File: src/rtl/core/assert_macros.svh
// Assertion macros used by the top level of the membrane boundary core.
`ifndef ASSERT_MACROS_SVH
`define ASSERT_MACROS_SVH

// Same-cycle implication, checked on every rising clock edge outside reset.
`define ASSERT_IMP(lbl, clk, rst, ante, cons) \
   lbl: assert property (@(posedge clk) disable iff (rst) (ante) |-> (cons)) \
      else $error("assertion failed");

// Next-cycle implication, checked on every rising clock edge outside reset.
`define ASSERT_NXT(lbl, clk, rst, ante, cons) \
   lbl: assert property (@(posedge clk) disable iff (rst) (ante) |=> (cons)) \
      else $error("assertion failed");

`endif

File: src/rtl/core/mbr_sqrt.sv
// Pipelined integer square root, one root bit per stage.
`default_nettype none

module mbr_sqrt #(
   parameter int IN_W = 64
) (
   input  wire logic              clock,
   input  wire logic [IN_W-1:0]   radicand,
   output logic      [IN_W/2-1:0] root
);

   localparam int OUT_W = IN_W / 2;

   logic [IN_W-1:0] v_ff [OUT_W];
   logic [IN_W-1:0] v_in [OUT_W];
   logic [IN_W-1:0] r_ff [OUT_W];
   logic [IN_W-1:0] r_in [OUT_W];

   for (genvar j = 0; j < OUT_W; j++) begin : g_stage
      logic [IN_W-1:0] v_prev;
      logic [IN_W-1:0] r_prev;
      logic [IN_W:0]   bit_w;
      logic [IN_W:0]   trial;

      if (j == 0) begin : g_first
         assign v_prev = radicand;
         assign r_prev = '0;
      end else begin : g_next
         assign v_prev = v_ff[j-1];
         assign r_prev = r_ff[j-1];
      end

      assign bit_w = (IN_W + 1)'(1) << (2 * (OUT_W - 1 - j));
      assign trial = {1'b0, r_prev} + bit_w;

      always_comb begin
         if ({1'b0, v_prev} >= trial) begin
            v_in[j] = IN_W'({1'b0, v_prev} - trial);
            r_in[j] = IN_W'(({1'b0, r_prev} >> 1) + bit_w);
         end else begin
            v_in[j] = v_prev;
            r_in[j] = r_prev >> 1;
         end
      end

      always_ff @(posedge clock) begin
         v_ff[j] <= v_in[j];
         r_ff[j] <= r_in[j];
      end
   end

   assign root = r_ff[OUT_W-1][OUT_W-1:0];

endmodule

`default_nettype wire

File: config.mk
export PLATFORM = sky130hd
export DESIGN_NAME = mbr_sqrt
export DESIGN_NICKNAME = d
export VERILOG_FILES = /design/src/rtl/core/assert_macros.svh /design/src/rtl/core/mbr_sqrt.sv
export SDC_FILE = /design/constraint.sdc
export NUM_CORES = 2
export LEC_CHECK = 0
export BUFFER_PORTS_ARGS = -buffer_cell sky130_fd_sc_hd__buf_2
export CAP_MARGIN = 20
export CORE_MARGIN = 2
export CORE_UTILIZATION = 57
export DETAILED_ROUTE_END_ITERATION = 8
export PLACE_DENSITY = 0.76
export SETUP_SLACK_MARGIN = 0.02
export SLEW_MARGIN = 20
export SYNTH_ARGS = -nofsm -noshare
export SYNTH_HDL_FRONTEND = slang
export SYNTH_SLANG_ARGS = --single-unit
File: constraint.sdc
create_clock -name clock -period 3.1 [get_ports clock]
set_clock_uncertainty 0.1 [all_clocks]
set_input_delay 0.31 -clock clock [delete_from_list [all_inputs] [get_ports clock]]
set_output_delay 0.31 -clock clock [all_outputs]
set_load 0.01 [all_outputs]
==> summary.txt <==
Outcome
  – Outcome: finished with violations
  – Failing checks: negative setup slack

Route
  – Final ANT Viol Nets: 0
  – Initial DRC count: 8556
  – DRC Markers: 0
  – DR WL/cell: ~24 um
  – WL final: 324000 um
  – 1st-pass router iterations: 6
  – Via Count: 82500
  – Via density: roughly 6

Global routing
  – GR Overflow Total: 0
  – Vias in the first global route: roughly 79000
  – All-Layer GR Usage: 0.339
  – Largest net degree at the start of global routing: 40
  – First-pass GRT wire length: ~460000 um
  – Initial antenna violation count: 24

CTS
  – Clock sinks: around 2500
  – Clk_lat worst skew: just over 0.9 ns
  – Total CTS buffers: between 200 and 250
  – CTS tree: built
  – H-Tree Depth: 4
  – Clock buffer depth: 3
  – Clock-pin slew on the worst setup and hold paths: 0.08 ns
  – Root Driver: clkbuf_16

Floorplanning
  – Die area: 172000 um2
  – DIE WIDTH: 415 um
  – Initial core utilization: 0.575
  – I/O pin cnt: 97
  – Row count: 150
  – Vert. Die Dim: ~420 um
  – CORE AREA: roughly 170000 um2

Worst setup path
  – Data arrival, critical path: roughly 4.1 ns
  – WP data required: approximately 3.8 ns
  – R2R Path Start: v_ff[1][873]
  – CP max FO: 4
  – Crit. End Element: register
  – Reg2Reg Depth: 11
  – Reg-to-Reg End: v_ff[1][957]
  – Setup crit start kind: register
  – Flop2flop setup slack: -0.32 ns
  – Critical path class: register to register

Synth
  – Syn nets: 10300
  – Avg Cell Area, Syn: approximately 10 um2
  – Cells after synthesis: 9677
  – Share of the synthesized area in the top cell type: 0.522
  – Register area share after synthesis: 0.522
  – Async S/R FF share, synth: 0
  – Area contributors post-synth: dfxtp_1, ha_1, xnor2_1
  – Mapped Area: slightly below 100000 um2
  – FF+latch count, synth: roughly 2500
  – Area leader, netlist: dfxtp_1
  – Post-synth EDFFs: 0
  – Synth warn: 0
  – Post-synthesis cell type count: approximately 110
  – Predominant post-synthesis flop cell: dfxtp_1

Finish
  – Non-Filler Instances: 13700
  – Share of cells above drive strength 1: 0.276
  – Final core utilization: 0.762
  – P&R area growth vs syn: 32.4%
  – Final #Nets: 11900
  – Final Cell Area: ~130000 um2

Placed design
  – IO Port Bufs: 96
  – Placed cells: around 13000
  – DP HPWL: 212000 um
  – Placed Area: 108000 um2
  – Gp weighted congestion: roughly 1

Timing
  – Fmax: around 290 MHz
  – Pins Over Slew Limit: 0
  – Minimum clock period: ~3.4 ns
  – Hold Worst Slack: 0.191 ns
  – Setup-failing EPs final: 203
  – Slew headroom: 0.182
  – Final Hold Fails: 0
  – Final WS setup: -0.322 ns
  – Worst Max-Slew Pin Slew: roughly 1.2 ns
  – Period utilization: 1.10
  – Unrepaired setup endpoints after global routing: true

Hold path
  – Hold path endpoint: v_ff[0][527]
  – Hold Path Class: register to register
  – Hold Path Depth: 0
  – Hold path startpoint: v_ff[0][463]

Pwr
  – Worst VDD drop: 862 uV
  – Pwr dens: 926 nW/um2
  – Leak Pwr: a little under 60 nW

Run
  – Max Cap Viol: 0
## worst max-delay path, stage by stage (launching register included)
cell,delay [ns]
dfxtp_2,0.32
or4_4,0.53
or4_4,0.53
buf_4,0.17
nor3_4,0.23
nand3_1,0.17
o21bai_4,0.19
o21ai_4,0.09
buf_6,0.12
a311o_2,0.43
nor4_2,0.29
xor2_1,0.16
## flip-flops by register name (all words and copies together), names as in the netlist
| name | flops |
|---|---|
| v_ff | 1984 |
| r_ff | 528 |
## kinds of logic (layout without fill, tap and decap cells)
group / count (synthesis) / in the layout / synth area share
XOR/XNOR: 869 / 869 / 0.0789
AO/OA/AOI/OAI: 1868 / 1869 / 0.123
adder cells (fa/ha/maj): 558 / 558 / 0.0724
AND/OR/NAND/NOR: 2869 / 2870 / 0.156
multiplexers: 105 / 105 / 0.0122
buffers and inverters: 896 / 2741 / 0.0359
flip-flops: 2512 / 2512 / 0.522
other: 0 / 10 / 0
## cell type report
class / count / area (um2)
diodes: 10 / 25.0
clock buffers: 312 / 6560
clock inverters: 118 / 2000
fillers: 10100 / 39900
inverters: 698 / 2650
multi-input cells: 6271 / 49600
flip-flops and latches: 2512 / 50500
well taps: 2204 / 2760
repair buffers: 1612 / 13600
repair inverters: 1 / 7.51
## per-layer routing
metal	vias to the layer above	global-route usage	routed length, um
met4	18	0.184	21700
met2	4545	0.535	145000
met1	39400	0.438	129000
met3	1302	0.0679	29000
li1	37300	-	-
met5	-	0	104
## per-stage QoR
step	power, mW	setup slack (ns)	setup TNS [ns]
2_1_floorplan	64.5	0.0114	0
3_3_place_gp	79.0	-0.454	-49.31
3_5_place_dp	79.8	-0.539	-76.24
4_1_cts	113	-0.227	-5.81
5_1_grt	122	-0.447	-43.38
6_report	118	-0.322	-18.10
## what timing repair did
action | 4_1_cts | 5_1_grt
hold buffers | 127 | 0
gates cloned | 17 | 20
pin swaps | 242 | 347
resized for setup | 629 | 1011
setup buffers | 111 | 124
hold endpoints to repair | 65 | 0
setup endpoints to repair | 680 | 782
## how the worst max path moves through the flow
| stage | end | slack, ns | from |
|---|---|---|---|
| after global routing | v_ff[1][957] | -0.45 | v_ff[1][841] |
| after global placement | v_ff[1][955] | -0.45 | r_ff[29][21] |
| final | v_ff[1][957] | -0.32 | v_ff[1][873] |
| after detailed placement | v_ff[1][955] | -0.54 | r_ff[29][21] |
| after CTS | v_ff[1][951] | -0.23 | r_ff[29][29] |
| after floorplan | v_ff[1][367] | 0.01 | r_ff[20][41] |
## cells in the final DEF, fill, tap and decap left out, types with 76 or more instances in the layout
cell type      instances
dfxtp_1             2376
buf_4               1221
inv_1                652
nor2_1               602
a21oi_1              597
xnor2_1              456
ha_1                 442
nand2_1              428
xor2_1               358
o21ai_0              254
nor4_1               247
clkbuf_16            246
a21o_1               217
nor3_1               214
nand4_1              181
nand3_1              146
dlygate4sd3_1        127
dfxtp_2              126
a21oi_2              119
o21a_1               103
ha_4                  99
buf_2                 98
nand2b_1              90
buf_6                 88
or3_1                 78
nor2_4                76
mux2_2                76
## cells in the mapped netlist, types with 17 or more instances
library cell and count:
a2111oi_0 17, a211o_1 19, a211oi_1 40, a21boi_0 35, a21o_1 217, a21oi_1 723, a31o_2 20, a31oi_1 47
and2_1 31, and3_1 51, and4_1 24, buf_2 18, clkbuf_1 157, dfxtp_1 2512, ha_1 558, inv_1 694
mux2_2 94, nand2_1 470, nand2b_1 97, nand3_1 185, nand3b_1 38, nand4_1 181, nand4b_1 35, nor2_1 718
nor2b_1 75, nor3_1 283, nor3b_1 23, nor4_1 320, nor4b_1 56, o2111ai_1 29, o211ai_1 47, o21a_1 107
o21ai_0 319, o21bai_1 45, o31a_1 19, o31ai_1 37, o41ai_1 18, or2_2 44, or3_1 103, or4_1 77
xnor2_1 500, xor2_1 369
## power by group
part	internal, mW	switching (mW)
Combinational	18.1	20.4
Clock	18.2	13.4
Sequential	39.7	8.44
No activity file was read; power rests on OpenSTA's default activity.
